**config.mk**
```make
export PLATFORM = sky130hd
export DESIGN_NAME = lowest_free_handle_table_unit
export DESIGN_NICKNAME = d
export VERILOG_FILES = /design/src/rtl/core/lfht_pkg.sv /design/src/rtl/core/lfht_ram.sv /design/src/rtl/core/lfht_ctrl.sv /design/src/rtl/core/lfht_dp.sv /design/src/rtl/core/lowest_free_handle_table_unit.sv
export SDC_FILE = /design/constraint.sdc
export NUM_CORES = 1
export LEC_CHECK = 0
export ABC_AREA = 1
export BUFFER_PORTS_ARGS = -buffer_cell sky130_fd_sc_hd__clkbuf_2
export CAP_MARGIN = 15
export CORE_MARGIN = 5
export CORE_UTILIZATION = 61
export CTS_CLUSTER_DIAMETER = 100
export DETAILED_ROUTE_END_ITERATION = 7
export PLACE_DENSITY = 0.79
export SLEW_MARGIN = 30
export SYNTH_ARGS = -nofsm -noshare
export SYNTH_HDL_FRONTEND = slang
export SYNTH_SLANG_ARGS = --single-unit
```
**constraint.sdc**
```tcl
create_clock -name clk -period 4.18 [get_ports clk]
set_input_delay 0.627 -clock clk [delete_from_list [all_inputs] [get_ports clk]]
set_output_delay 0.627 -clock clk [all_outputs]
set_load 0.01 [all_outputs]
```
**src/rtl/core/lfht_pkg.sv**
```systemverilog
// lfht_pkg: shared constants, opcode and status codes, and the
// controller/datapath command and status structs of the handle table
// no dependencies
package lfht_pkg;

    localparam int SLOTS = 16;
    localparam int IDX_W = $clog2(SLOTS);

    // free-slot search covers one group of the used mask per cycle
    localparam int GROUP   = (SLOTS < 16) ? SLOTS : 16;
    localparam int NGROUPS = (SLOTS + GROUP - 1) / GROUP;
    localparam int GRP_W   = (NGROUPS > 1) ? $clog2(NGROUPS) : 1;
    localparam int POS_W   = $clog2(GROUP);
    localparam int PAD_N   = NGROUPS * GROUP;

    localparam logic [2:0] OP_OPEN_FILE      = 3'd0;
    localparam logic [2:0] OP_INSTALL_SOCKET = 3'd1;
    localparam logic [2:0] OP_CLOSE_FILE     = 3'd2;
    localparam logic [2:0] OP_CLOSE_SOCKET   = 3'd3;
    localparam logic [2:0] OP_GET_SOCKET     = 3'd4;
    localparam logic [2:0] OP_EXISTS         = 3'd5;

    localparam logic [1:0] ST_OK   = 2'd0;
    localparam logic [1:0] ST_BAD  = 2'd1;
    localparam logic [1:0] ST_FULL = 2'd2;

    typedef struct packed {
        logic        is_socket;
        logic [2:0]  node;
        logic [31:0] handle;
    } entry_t;

    localparam int ENTRY_W = $bits(entry_t);

    typedef struct packed {
        logic capture;
        logic search;
        logic grant;
        logic eval;
        logic load_out;
    } dp_cmd_t;

    typedef struct packed {
        logic is_open;
        logic hit;
        logic last_group;
        logic out_free;
    } dp_stat_t;

endpackage

```
**src/rtl/core/lfht_ram.sv**
```systemverilog
// lfht_ram: generic single-write, single-read ram with registered read data
// no dependencies
module lfht_ram #(
    parameter int WIDTH = 8,
    parameter int DEPTH = 16
) (
    input  logic                     clk,
    input  logic                     wr_en,
    input  logic [$clog2(DEPTH)-1:0] wr_addr,
    input  logic [WIDTH-1:0]         wr_data,
    input  logic [$clog2(DEPTH)-1:0] rd_addr,
    output logic [WIDTH-1:0]         rd_data
);

    logic [WIDTH-1:0] mem [DEPTH];
    logic [WIDTH-1:0] rd_data_reg;

    always_ff @(posedge clk)
    begin
        if (wr_en)
        begin
            mem[wr_addr] <= wr_data;
        end
        rd_data_reg <= mem[rd_addr];
    end

    assign rd_data = rd_data_reg;

endmodule

```
**src/rtl/core/lfht_ctrl.sv**
```systemverilog
// lfht_ctrl: sequencing state machine of the handle table
// depends on lfht_pkg for the command and status structs
module lfht_ctrl (
    input  logic               clk,
    input  logic               rst_n,
    input  logic               in_valid,
    output logic               in_stall,
    input  lfht_pkg::dp_stat_t stat,
    output lfht_pkg::dp_cmd_t  cmd
);
    import lfht_pkg::*;

    localparam logic [2:0] S_IDLE   = 3'd0;
    localparam logic [2:0] S_READ   = 3'd1;
    localparam logic [2:0] S_SEARCH = 3'd2;
    localparam logic [2:0] S_GRANT  = 3'd3;
    localparam logic [2:0] S_EVAL   = 3'd4;
    localparam logic [2:0] S_POST   = 3'd5;

    logic [2:0] state_reg;
    logic [2:0] state_next;

    assign in_stall = (state_reg != S_IDLE);

    always_comb
    begin
        state_next = state_reg;
        cmd        = '0;
        unique case (state_reg)
            S_IDLE:
            begin
                if (in_valid)
                begin
                    cmd.capture = 1'b1;
                    state_next  = S_READ;
                end
            end
            // ram address settles from the captured slot here
            S_READ:
            begin
                state_next = stat.is_open ? S_SEARCH : S_EVAL;
            end
            S_SEARCH:
            begin
                cmd.search = 1'b1;
                if (stat.hit || stat.last_group)
                begin
                    state_next = S_GRANT;
                end
            end
            S_GRANT:
            begin
                cmd.grant  = 1'b1;
                state_next = S_POST;
            end
            S_EVAL:
            begin
                cmd.eval   = 1'b1;
                state_next = S_POST;
            end
            S_POST:
            begin
                if (stat.out_free)
                begin
                    cmd.load_out = 1'b1;
                    state_next   = S_IDLE;
                end
            end
            default:
            begin
                state_next = S_IDLE;
            end
        endcase
    end

    always_ff @(posedge clk or negedge rst_n)
    begin
        if (!rst_n)
        begin
            state_reg <= S_IDLE;
        end
        else
        begin
            state_reg <= state_next;
        end
    end

endmodule

```
**src/rtl/core/lfht_dp.sv**
```systemverilog
// lfht_dp: item registers, used mask, free-slot search, entry ram and
// result/output registers of the handle table
// depends on lfht_pkg and lfht_ram
module lfht_dp (
    input  logic               clk,
    input  logic               rst_n,
    input  logic [2:0]         opcode,
    input  logic [7:0]         slot_in,
    input  logic [2:0]         node_index,
    input  logic [31:0]        socket_handle,
    input  lfht_pkg::dp_cmd_t  cmd,
    output lfht_pkg::dp_stat_t stat,
    output logic               out_valid,
    input  logic               out_stall,
    output logic [1:0]         status,
    output logic [3:0]         slot_out,
    output logic [31:0]        handle_out
);
    import lfht_pkg::*;

    logic [2:0]       op_reg;
    logic [7:0]       slot_reg;
    logic [2:0]       node_reg;
    logic [31:0]      handle_reg;
    logic [SLOTS-1:0] used_reg;
    logic [SLOTS-1:0] used_next;
    logic [GRP_W-1:0] group_reg;
    logic             found_reg;
    logic [IDX_W-1:0] free_idx_reg;
    logic [1:0]       res_status_reg;
    logic [3:0]       res_slot_reg;
    logic [31:0]      res_handle_reg;
    logic             out_valid_reg;
    logic             out_valid_next;
    logic [1:0]       status_reg;
    logic [3:0]       slot_out_reg;
    logic [31:0]      handle_out_reg;

    logic [IDX_W-1:0] idx;
    logic             in_range;
    logic             slot_busy;
    logic             live;
    logic [PAD_N-1:0] used_pad;
    logic [GROUP-1:0] grp_bits;
    logic             hit;
    logic [POS_W-1:0] pos;
    logic [IDX_W-1:0] cand_idx;
    logic [1:0]       eval_status;
    logic [31:0]      eval_handle;
    logic             clear_en;
    entry_t           wr_entry;
    entry_t           rd_entry;
    logic [ENTRY_W-1:0] rd_word;

    assign idx       = slot_reg[IDX_W-1:0];
    assign in_range  = {1'b0, slot_reg} < 9'(SLOTS);
    assign slot_busy = in_range && used_reg[idx];

    // slots past the end of the table read as used so the search skips them
    always_comb
    begin
        for (int i = 0; i < PAD_N; i++)
        begin
            used_pad[i] = (i < SLOTS) ? used_reg[i] : 1'b1;
        end
    end

    assign grp_bits = used_pad[group_reg * GROUP +: GROUP];

    always_comb
    begin
        hit = 1'b0;
        pos = '0;
        for (int i = GROUP - 1; i >= 0; i--)
        begin
            if (!grp_bits[i])
            begin
                hit = 1'b1;
                pos = POS_W'(i);
            end
        end
    end

    assign cand_idx = IDX_W'({group_reg, pos});

    assign stat.is_open    = (op_reg == OP_OPEN_FILE) || (op_reg == OP_INSTALL_SOCKET);
    assign stat.hit        = hit;
    assign stat.last_group = (group_reg == GRP_W'(NGROUPS - 1));
    assign stat.out_free   = !out_valid_reg || !out_stall;

    // entry store
    always_comb
    begin
        wr_entry.is_socket = (op_reg == OP_INSTALL_SOCKET);
        wr_entry.node      = (op_reg == OP_OPEN_FILE) ? node_reg : 3'd0;
        wr_entry.handle    = (op_reg == OP_INSTALL_SOCKET) ? handle_reg : 32'd0;
    end

    lfht_ram #(
        .WIDTH (ENTRY_W),
        .DEPTH (SLOTS)
    ) u_entry_ram (
        .clk     (clk),
        .wr_en   (cmd.grant && found_reg),
        .wr_addr (free_idx_reg),
        .wr_data (wr_entry),
        .rd_addr (idx),
        .rd_data (rd_word)
    );

    assign rd_entry = rd_word;

    // a socket with a zero handle counts as absent
    assign live = slot_busy && rd_entry.is_socket && (rd_entry.handle != 32'd0);

    always_comb
    begin
        eval_status = ST_BAD;
        eval_handle = 32'd0;
        clear_en    = 1'b0;
        unique case (op_reg)
            OP_CLOSE_FILE:
            begin
                if (slot_busy && !rd_entry.is_socket)
                begin
                    eval_status = ST_OK;
                    clear_en    = 1'b1;
                end
            end
            OP_CLOSE_SOCKET:
            begin
                if (live)
                begin
                    eval_status = ST_OK;
                    clear_en    = 1'b1;
                end
            end
            OP_GET_SOCKET:
            begin
                if (live)
                begin
                    eval_status = ST_OK;
                    eval_handle = rd_entry.handle;
                end
            end
            OP_EXISTS:
            begin
                if (slot_busy)
                begin
                    eval_status = ST_OK;
                end
            end
            default:
            begin
                eval_status = ST_BAD;
            end
        endcase
    end

    always_comb
    begin
        used_next = used_reg;
        if (cmd.grant && found_reg)
        begin
            used_next[free_idx_reg] = 1'b1;
        end
        if (cmd.eval && clear_en)
        begin
            used_next[idx] = 1'b0;
        end
    end

    always_comb
    begin
        out_valid_next = out_valid_reg;
        if (cmd.load_out)
        begin
            out_valid_next = 1'b1;
        end
        else if (out_valid_reg && !out_stall)
        begin
            out_valid_next = 1'b0;
        end
    end

    always_ff @(posedge clk or negedge rst_n)
    begin
        if (!rst_n)
        begin
            used_reg      <= '0;
            out_valid_reg <= 1'b0;
        end
        else
        begin
            used_reg      <= used_next;
            out_valid_reg <= out_valid_next;
        end
    end

    always_ff @(posedge clk)
    begin
        if (cmd.capture)
        begin
            op_reg     <= opcode;
            slot_reg   <= slot_in;
            node_reg   <= node_index;
            handle_reg <= socket_handle;
            group_reg  <= '0;
        end
        if (cmd.search)
        begin
            found_reg    <= hit;
            free_idx_reg <= cand_idx;
            if (!hit)
            begin
                group_reg <= group_reg + GRP_W'(1);
            end
        end
        if (cmd.grant)
        begin
            res_status_reg <= found_reg ? ST_OK : ST_FULL;
            res_slot_reg   <= found_reg ? 4'(free_idx_reg) : 4'd0;
            res_handle_reg <= 32'd0;
        end
        if (cmd.eval)
        begin
            res_status_reg <= eval_status;
            res_slot_reg   <= 4'd0;
            res_handle_reg <= eval_handle;
        end
        if (cmd.load_out)
        begin
            status_reg     <= res_status_reg;
            slot_out_reg   <= res_slot_reg;
            handle_out_reg <= res_handle_reg;
        end
    end

    assign out_valid  = out_valid_reg;
    assign status     = status_reg;
    assign slot_out   = slot_out_reg;
    assign handle_out = handle_out_reg;

endmodule

```
**src/rtl/core/lowest_free_handle_table_unit.sv**
```systemverilog
// lowest_free_handle_table_unit: top level of the file/socket handle table
// depends on lfht_pkg, lfht_ctrl, lfht_dp (and lfht_ram through lfht_dp)
//
// usage
//   input channel: opcode, slot_in, node_index, socket_handle, taken on a beat
//   where in_valid is high and in_stall low. output channel: status, slot_out,
//   handle_out, delivered on a beat where out_valid is high and out_stall low.
//   every input beat gives exactly one output beat, in order.
// sequencing
//   one item is in flight at a time. close, get and exists pass the read and
//   eval states, opens the read, search and grant states, where the free-slot
//   search scans 16 entries of the used mask per cycle; the post state then
//   loads the output register once it is free. in_stall drops again in the
//   cycle after the result is loaded, so a new item may enter while that
//   result still waits.
// reset
//   rst_n clears the used mask (all slots free) and the output valid at once;
//   the entry ram keeps no reset, its entries are written by every open that finds a free slot.
// stall
//   while out_stall holds a result, the next finished result waits in the
//   datapath and no further item is taken.
module lowest_free_handle_table_unit (
    input  logic        clk,
    input  logic        rst_n,
    input  logic        in_valid,
    output logic        in_stall,
    input  logic [2:0]  opcode,
    input  logic [7:0]  slot_in,
    input  logic [2:0]  node_index,
    input  logic [31:0] socket_handle,
    output logic        out_valid,
    input  logic        out_stall,
    output logic [1:0]  status,
    output logic [3:0]  slot_out,
    output logic [31:0] handle_out
);
    import lfht_pkg::*;

    dp_cmd_t  cmd;
    dp_stat_t stat;

    lfht_ctrl u_ctrl (
        .clk      (clk),
        .rst_n    (rst_n),
        .in_valid (in_valid),
        .in_stall (in_stall),
        .stat     (stat),
        .cmd      (cmd)
    );

    lfht_dp u_dp (
        .clk           (clk),
        .rst_n         (rst_n),
        .opcode        (opcode),
        .slot_in       (slot_in),
        .node_index    (node_index),
        .socket_handle (socket_handle),
        .cmd           (cmd),
        .stat          (stat),
        .out_valid     (out_valid),
        .out_stall     (out_stall),
        .status        (status),
        .slot_out      (slot_out),
        .handle_out    (handle_out)
    );

endmodule

```
==> results.yml, run 1 <==
cts:
  cts_num_sinks: 706
  post-cts-setup-buffers: 0
  clk_pin_slew_worst_paths_ns: 0.06
  numCtsBuffers: 69
  cts_resized: 0
  hold_buffers: 0
  cts_buffer_depth: 3
  clk_latency_ns: 0.60
  cts_tree: "built"
  clockRootBuffer: "clkbuf_16"
  htreeDepth: 3
yosys:
  syn_area_um2: 26300
  ys.flop_type: "edfxtp_1"
  ys_top_cells_by_count: "edfxtp_1 (648), a22oi_1 (264), nand2_1 (231)"
  synth_edf_count: 648
  synth.largest_area_cell: "edfxtp_1"
  ys_ff_latch: 706
  async_flop_share: 0.0283
  synthTopCellsByArea: "edfxtp_1 (74%), a22oi_1 (7.5%), nand2_1 (3.3%), dfxtp_1 (2.9%), dfrtp_1 (1.9%)"
  synth_nets: 1826
  yosysTopAreaCellShare: 0.739
  yosysWarningCount: 0
  yosysSeqAreaShare: 0.787
  postSynthCellCount: 1776
  syn_area_per_cell_um2: 14.8
  synth_cell_types: 28
  synth_most_common_cell: "edfxtp_1"
job:
  maxCapViolations: 0
detailed_routing:
  drt-met1-wl_um: 22300
  wl_met3_um: 6150
  wl_um: 59100
  drt-initial-drc-count: 2475
  wl_per_cell_um: 23.5
  routed-wl-met2_um: 28800
  vias_per_cell: 6.12
  firstDrtPassIters: 5
  ant_nets: 0
  post-route-drc-count: 0
  vias: 15400
  highest_layer: "met5"
global_route:
  grt_pass1_wl_um: 89600
  track_usage: 0.250
  overflow: 0
  antenna_found_initial: 1
  grt_max_degree: 137
  grt_pass1_vias: 15400
sta:
  rsz0062_at_grt: "false"
  fin_skew_ns: 0.0318
  setup_viol: 0
  finalCriticalPeriod_ns: 2.82
  worstMarginPinSlew_ns: 0.990
  relSlewSlack: 0.337
  timing.fmax_mhz: 355
  hold_viol: 0
  hold_ws_ns: 0.0310
  setup_ws_ns: 1.36
  finalMaxSlewViolations: 0
  period_share: 0.674
  setup_tns_ns: 0
pwr:
  power_mw: 16.8
  powerDensity_nw_per_um2: 563
  irDropWorstVdd_mv: 0.332
  p_leak_nw: 10.6
die:
  die_area_um2: 47400
  core_region_area_um2: 42900
  io_pins: 90
  start_util: 0.614
  die_w_um: 218
  chipHeight_um: 218
  rows: 76
worst_setup_path:
  crit_type: "reg -> reg"
  worstPathArrival_ns: 3.33
  cp-end-kind: "flip-flop"
  cp_max_fo: 34
  critPathLaunchType: "flip-flop"
  crit_required_ns: 4.69
min_path:
  hp-class: "in -> async"
place:
  place_ws_ns: 1.46
  placed_cell_area_um2: 27600
  place.gp.congestion: 0.882
  port_buffers: 86
  hpwl_um: 29900
  dp.cells: 2393
cells_and_area:
  antenna_cells: 0
  drive_gt1_frac: 0.153
  largest_reg_flops: 528
  syn_to_final_growth_pct: 13.6
  post-route-util: 0.697
  fill_cells: 2633
  fin_area_um2: 29900
  nets: 1930
  instances_no_fill: 2520
outcome:
  status: "completed"
-- kinds of logic (layout without fill, tap and decap cells) --
logic type             count (synthesis)  in the layout  share of synthesized area
DFF                                  706            706                      0.787
and+or+nand+nor                      448            448                     0.0774
AOI/OAI and AO/OA                    404            404                      0.102
buffers and inverters                218            377                     0.0334
-- path summary, 6_finish.rpt --
kind	start	endpoint	slack, ns	cells after the start
min	rst_n	u_dp.out_valid	0.03	1
min in group clk	socket_handle[24]	u_dp.handle_reg[24]	0.21	1
min reg2reg	u_dp.res_handle_reg[12]	u_dp.handle_out[12]	0.40	0
max	u_ctrl.state_reg[2]	u_dp.used_pad[15]	1.36	12
max reg2reg	u_ctrl.state_reg[2]	u_dp.used_pad[15]	1.36	12
max in group asynchronous	rst_n	u_dp.used_pad[1]	3.77	1
-- worst max-delay path, stage by stage (launching register included) --
cell,delay (ns)
dfrtp_1,0.40
inv_2,0.10
nand2_1,0.07
nor2_1,0.14
nand2_1,0.14
inv_2,0.12
nand3_1,0.34
nor3_2,0.30
buf_4,0.59
nor2_1,0.14
a21oi_1,0.19
nand3_1,0.11
nand2_1,0.11
-- cell type report --
class | instances | area (µm²) | area share
clock buffer | 96 | 1990 | 0.0667
clock inverter | 30 | 256 | 0.00858
inverter | 131 | 494 | 0.0165
multi-input combinational | 852 | 4920 | 0.165
sequential | 706 | 20700 | 0.693
tap | 585 | 732 | 0.0245
timing repair buffer | 120 | 788 | 0.0264
-- power by group --
group          internal, mW  switching, mW  leakage [nW]
Sequential             8.37          0.228          6.59
Combinational         0.581           1.60          2.88
Clock                  3.53           2.51          1.10
-- routing by layer --
metal | vias up | GRT usage
li1 | 6827 | -
met1 | 7518 | 0.345
met2 | 918 | 0.403
met3 | 154 | 0.0496
met4 | 2 | 0.0898
met5 | - | 0
-- placed cells by master (no fill, tap or decap), drive strengths merged, types with 20 or more instances in the layout --
master,synthesis,routed
edfxtp,648,648
a22oi,264,264
nand2,236,236
clkbuf,55,182
inv,131,132
nor2,132,132
a21oi,86,86
nand3,61,61
o21ai,49,49
dfxtp,38,38
buf,32,34
clkinv,0,21
dfrtp,20,20
(Power assumes the default switching activity.)
==> inputs of run 2 (changes only) <==
--- a/config.mk
+++ b/config.mk
@@ -5,14 +5,14 @@
 export SDC_FILE = /design/constraint.sdc
 export NUM_CORES = 1
 export LEC_CHECK = 0
-export ABC_AREA = 1
+export ABC_AREA = 0
 export BUFFER_PORTS_ARGS = -buffer_cell sky130_fd_sc_hd__clkbuf_2
 export CAP_MARGIN = 15
 export CORE_MARGIN = 5
-export CORE_UTILIZATION = 61
+export CORE_UTILIZATION = 55
 export CTS_CLUSTER_DIAMETER = 100
 export DETAILED_ROUTE_END_ITERATION = 7
-export PLACE_DENSITY = 0.79
+export PLACE_DENSITY = 0.75
 export SLEW_MARGIN = 30
 export SYNTH_ARGS = -nofsm -noshare
 export SYNTH_HDL_FRONTEND = slang
==> constraint.sdc (replaced) <==
create_clock -name clk -period 2.3 [get_ports clk]
set_input_delay 0.345 -clock clk [delete_from_list [all_inputs] [get_ports clk]]
set_output_delay 0.345 -clock clk [all_outputs]
set_load 0.01 [all_outputs]
==> run 2 against run 1 <==
Register-to-register slack got worse by 1.4 ns. Count of clock-buffer cells in the layout is 2 lower. Synthesized cell count down 34%. The flow now finishes with violations (setup timing). First-iteration DRC count is 39% lower. Non-clock buffer count up 96. Sequential cell count did not move. Die area grew 10%. Largest power group unchanged. Routed wire length shrank 3.5%. Fmax rose by 22%. Core utilization down 4.1 points. Global-route usage shrank 3.0 points.
==> results.yml, run 2 <==
yosys:
  async_flop_share: 0.0283
  postSynthCellCount: 1175
  synth_compound_area_frac: 0.0137
  ys.flop_type: "edfxtp_1"
  synth-simple-area-share: 0.0383
  synth_edf_count: 648
  syn_area_um2: 26200
  synth_most_common_cell: "edfxtp_1"
  yosysWarningCount: 0
  synthAdderAreaFrac: 0
  synth_cell_types: 41
  yosysTopAreaCellShare: 0.742
  synth_xor_area_frac: 0
  yosysSeqAreaShare: 0.790
  synthMuxAreaShare: 0.147
  synth_top_family_by_area: "multiplexers"
  syn_area_per_cell_um2: 22.3
  synthTopCellsByArea: "edfxtp_1 (74%), mux4_2 (15%), dfxtp_1 (2.9%), dfrtp_1 (1.9%), and2_1 (0.86%)"
  synth_nets: 1225
  ys_top_cells_by_count: "edfxtp_1 (648), mux4_2 (169), dfxtp_1 (38)"
  synth.largest_area_cell: "edfxtp_1"
  ys_ff_latch: 706
global_route:
  antenna_found_initial: 0
  grt_pass1_wl_um: 84800
  grt_pass1_vias: 13100
  track_usage: 0.220
  grt_max_degree: 71
  overflow: 0
die:
  rows: 80
  die_area_um2: 52200
  io_pins: 90
  die_w_um: 228
  core_region_area_um2: 47400
  start_util: 0.553
  chipHeight_um: 228
cells_and_area:
  antenna_cells: 0
  fin_area_um2: 31100
  layout_common_cells: "edfxtp_1 (648), mux4_2 (169), clkbuf_2 (86), clkbuf_16 (71), buf_4 (52)"
  post-route-util: 0.656
  instances_no_fill: 2076
  final_common_cell: "edfxtp_1"
  drive_gt1_frac: 0.333
  largest_reg_flops: 528
  nets: 1455
  syn_to_final_growth_pct: 18.6
outcome:
  status: "finished, violations left"
  failed_checks: "setup timing"
cts:
  clk_pin_slew_worst_paths_ns: 0.06
  numCtsBuffers: 70
  cts_num_sinks: 706
  clockRootBuffer: "clkbuf_16"
  clk_latency_ns: 0.60
  cts_buffer_depth: 3
  cts_tree: "built"
  htreeDepth: 3
min_path:
  hp-class: "in -> reg"
sta:
  finalMaxSlewViolations: 0
  relSlewSlack: 0.491
  period_share: 1.01
  rsz0062_at_grt: "true"
  timing.fmax_mhz: 432
  fin_skew_ns: 0.0245
  hold_viol: 0
  setup_tns_ns: -0.0467
  finalCriticalPeriod_ns: 2.31
  setup_ws_ns: -0.0132
  setup_viol: 7
  worstMarginPinSlew_ns: 0.763
worst_setup_path:
  cp_cell_sequence: "buf_6 -> mux4_2 -> mux2i_2 -> mux2i_1 -> nand3_1 -> nor4b_4 -> buf_4 -> buf_12 -> and2_1"
  cp-end-kind: "flip-flop"
  critPathBufInv: 3
  cp_max_fo: 20
  slowest_delay_ns: 0.51
  worstPathArrival_ns: 2.66
  critical_path.top_delay_family: "multiplexers"
  slowest_stage: "mux4_2"
  crit_required_ns: 2.65
  crit_type: "reg -> reg"
  critPathLaunchType: "flip-flop"
detailed_routing:
  wl_um: 57000
  ant_nets: 0
  wl_met3_um: 4340
  vias_per_cell: 6.12
  wl_per_cell_um: 27.5
  drt-initial-drc-count: 1511
  vias: 12700
  highest_layer: "met4"
  post-route-drc-count: 0
  firstDrtPassIters: 5
  drt-met1-wl_um: 22200
  routed-wl-met2_um: 29100
place:
  place.gp.congestion: 0.781
  dp.cells: 1898
  placed_cell_area_um2: 28300
  port_buffers: 86
  hpwl_um: 30500
pwr:
  irDropWorstVdd_mv: 0.712
  powerDensity_nw_per_um2: 991
  p_leak_nw: 10.4
job:
  maxCapViolations: 0
run 2: cell types whose count changed after synthesis, moves of 37 or more:
cell	previous run	this run
o21ai_0	49	12
a21oi_1	86	8
inv_1	124	6
nand3_1	61	4
mux4_2	0	169
nand2_1	231	17
nor2_1	99	35
a22oi_1	264	0
run 2: worst min-delay path, cell delays in order:
cell      delay [ns]
clkbuf_2        0.12
nand2_1         0.08
nand2_1         0.05
run 2: cells by family (layout without fill, tap and decap cells):
| logic type | Yosys count | in the layout |
|---|---|---|
| buffers and inverters | 64 | 350 |
| AND/OR/NAND/NOR | 177 | 177 |
| flip-flops | 706 | 706 |
| AO/OA/AOI/OAI | 55 | 55 |
| multiplexers | 173 | 173 |
run 2: where the power goes:
group	internal, mW	switching (mW)
Combinational	1.75	2.18
Clock	6.49	4.65
Sequential	15.3	0.520
Total	23.5	7.35
run 2: stage by stage:
| step | hold slack (ns) | worst slack [ns] | power, mW |
|---|---|---|---|
| 3_5_place_dp | 0.338 | -0.0388 | 19.9 |
| 4_1_cts | 0.0319 | 0.0126 | 31.0 |
| 2_1_floorplan | 0.0494 | -0.583 | 18.3 |
| 3_3_place_gp | 0.320 | -0.00136 | 19.8 |
| 6_report | 0.0567 | -0.0132 | 30.8 |
| 5_1_grt | 0.0651 | -0.0561 | 32.0 |
run 2: cell type report:
type	count	area [µm²]
fillers	2988	16300
flip-flops and latches	706	20700
well taps	615	769
clock inverters	34	347
repair buffers	216	1930
multi-input cells	405	5440
clock buffers	94	1890
inverters	6	22.5
run 2: path summary, 6_finish.rpt:
check	slack, ns	from	to	depth (start not counted)
min in group asynchronous	0.27	rst_n	u_dp.used_pad[0]	2
hold reg to reg	0.42	u_dp.res_handle_reg[18]	u_dp.handle_out[18]	0
hold / removal	0.06	out_stall	u_dp.out_valid	3
setup reg to reg	-0.01	u_dp.slot_reg[1]	u_dp.res_handle_reg[12]	9
max in group asynchronous	1.67	rst_n	u_dp.out_valid	2
setup / recovery	-0.01	u_dp.slot_reg[1]	u_dp.res_handle_reg[12]	9
run 2: repair_timing:
action | in CTS | in global routing
gates resized for setup | 1 | 22
setup buffers | 3 | 3
hold endpoints to repair | 63 | 0
pin swaps | 2 | 8
endpoints found under the setup margin | 47 | 32
hold buffers | 44 | 0
run 2: per-layer routing:
metal,vias up,GRT usage
met4,0,0.0658
met2,571,0.369
li1,5376,-
met3,100,0.0399
met1,6656,0.302
met5,-,0
==> inputs of run 3 (changes only) <==
==> constraint.sdc (replaced) <==
create_clock -name clk -period 1.85 [get_ports clk]
set_input_delay 0.2775 -clock clk [delete_from_list [all_inputs] [get_ports clk]]
set_output_delay 0.2775 -clock clk [all_outputs]
set_load 0.01 [all_outputs]
==> run 3 against run 2 <==
The flow still finishes with violations (setup timing). Die area did not move. Combinational power rose by 93%. Power rose by 36%.
==> results.yml, run 3 (synthesis gave the netlist of run 2 again) <==
die:
  start_util: 0.553
  die_w_um: 228
  core_region_area_um2: 47400
  chipHeight_um: 228
  die_area_um2: 52200
  io_pins: 90
  rows: 80
cells_and_area:
  fill_cells: 2357
  post-route-util: 0.745
  final_common_cell: "edfxtp_1"
  antenna_cells: 0
  instances_no_fill: 2301
  drive_gt1_frac: 0.446
  layout_common_cells: "edfxtp_1 (648), mux4_2 (169), clkbuf_16 (109), buf_4 (106), clkbuf_2 (85)"
  nets: 1678
  syn_to_final_growth_pct: 34.8
  largest_reg_flops: 528
  ff_latch_area_um2: 20700
  multiInputGateArea_um2: 5690
sta:
  fin_skew_ns: 0.0429
  finalCriticalPeriod_ns: 2.40
  worstMarginPinSlew_ns: 0.817
  setup_ws_ns: -0.547
  setup_viol: 763
  setup_tns_ns: -159.30
  hold_viol: 0
  finalMaxSlewViolations: 0
  rsz0062_at_grt: "true"
  timing.fmax_mhz: 417
  relSlewSlack: 0.454
  period_share: 1.30
cts:
  clk_latency_ns: 0.65
  htreeDepth: 3
  clockRootBuffer: "clkbuf_16"
  cts_tree: "built"
  numCtsBuffers: 70
  clk_pin_slew_worst_paths_ns: 0.07
  cts_num_sinks: 706
  cts_buffer_depth: 3
detailed_routing:
  vias_per_cell: 6.90
  drt-initial-drc-count: 2604
  ant_nets: 0
  wl_um: 89200
  firstDrtPassIters: 5
  wl_per_cell_um: 38.8
  post-route-drc-count: 0
  vias: 15900
pwr:
  p_leak_nw: 12.4
  irDropWorstVdd_mv: 0.685
  powerDensity_nw_per_um2: 1190
worst_setup_path:
  crit_end: "u_dp.res_handle_reg[19]"
  rr_endpoint: "u_dp.res_handle_reg[19]"
  rr_worst_depth: 9
  crit_required_ns: 2.33
  cp_max_fo: 6
  worstPathArrival_ns: 2.88
  reg2reg_from: "u_dp.slot_reg[1]"
  crit_type: "reg -> reg"
  critPathLaunchType: "flip-flop"
  r2r_slack_ns: -0.55
  cp-end-kind: "flip-flop"
  critPathLaunch: "u_dp.slot_reg[1]"
outcome:
  status: "finished, violations left"
  failed_checks: "setup timing"
place:
  port_buffers: 86
  place.gp.congestion: 0.837
  hpwl_um: 32400
  dp.cells: 1960
global_route:
  grt_max_degree: 52
  grt_pass1_vias: 14900
  overflow: 0
  track_usage: 0.274
  grt_pass1_wl_um: 102000
  antenna_found_initial: 1
min_path:
  hp-class: "in -> async"
job:
  maxCapViolations: 0
run 3: timing repair:
action,in CTS,in global routing
endpoints found under the setup margin,534,734
buffers inserted,55,46
endpoints found under the hold margin,65,0
cloned,37,47
hold buffers,46,0
pin swaps,32,30
gates resized for setup,113,121
run 3: worst min-delay path by stage:
stage | start | end | slack, ns
final | rst_n | u_dp.used_pad[3] | 0.18
after floorplan | rst_n | u_ctrl.state_reg[0] | -0.02
after global routing | rst_n | u_dp.used_pad[9] | 0.21
after global placement | rst_n | u_dp.out_valid | 0.26
after detailed placement | rst_n | u_dp.out_valid | 0.27
after CTS | rst_n | u_dp.used_pad[15] | 0.18
run 3: where the power goes:
group	switching, mW	leakage, nW	internal (mW)	total [mW]
logic	3.82	4.65	3.78	7.60
registers	0.664	6.59	19.0	19.6
clock network	6.53	1.13	8.24	14.8
total	11.0	12.4	31.0	42.0
run 3: final cells by class:
cell class | count | area share
Multi-Input combinational cell | 405 | 0.161
Timing Repair Buffer | 439 | 0.165
Sequential cell | 706 | 0.586
Tap cell | 615 | 0.0218
Clock inverter | 31 | 0.00987
Inverter | 6 | 0.000637
Clock buffer | 99 | 0.0558
run 3: layer usage:
layer / vias up / track usage / part of all wire
li1: 5852 / - / -
met1: 7995 / 0.337 / 0.32
met2: 1601 / 0.456 / 0.48
met3: 429 / 0.0744 / 0.13
met4: 0 / 0.131 / 0.080
met5: - / 0 / 0
run 3: through the flow:
step	cell area [µm²]	setup WS [ns]	hold slack, ns	total power, mW
after floorplan	26400	-0.575	-0.0181	22.9
after global placement	28900	-0.405	0.263	25.1
after detailed placement	28900	-0.445	0.272	25.3
after CTS	33700	-0.429	0.175	40.3
after global routing	35400	-0.583	0.214	43.1
final	35400	-0.547	0.182	42.0
run 3: worst max-delay path: stages, from the launching register on:
cell and delay [ns]:
edfxtp_1 0.39, buf_6 0.16, mux4_2 0.38, mux2i_4 0.08, mux2i_2 0.23, nand3_2 0.14, nor4b_4 0.30, buf_6 0.24
buf_12 0.18, and2_1 0.15
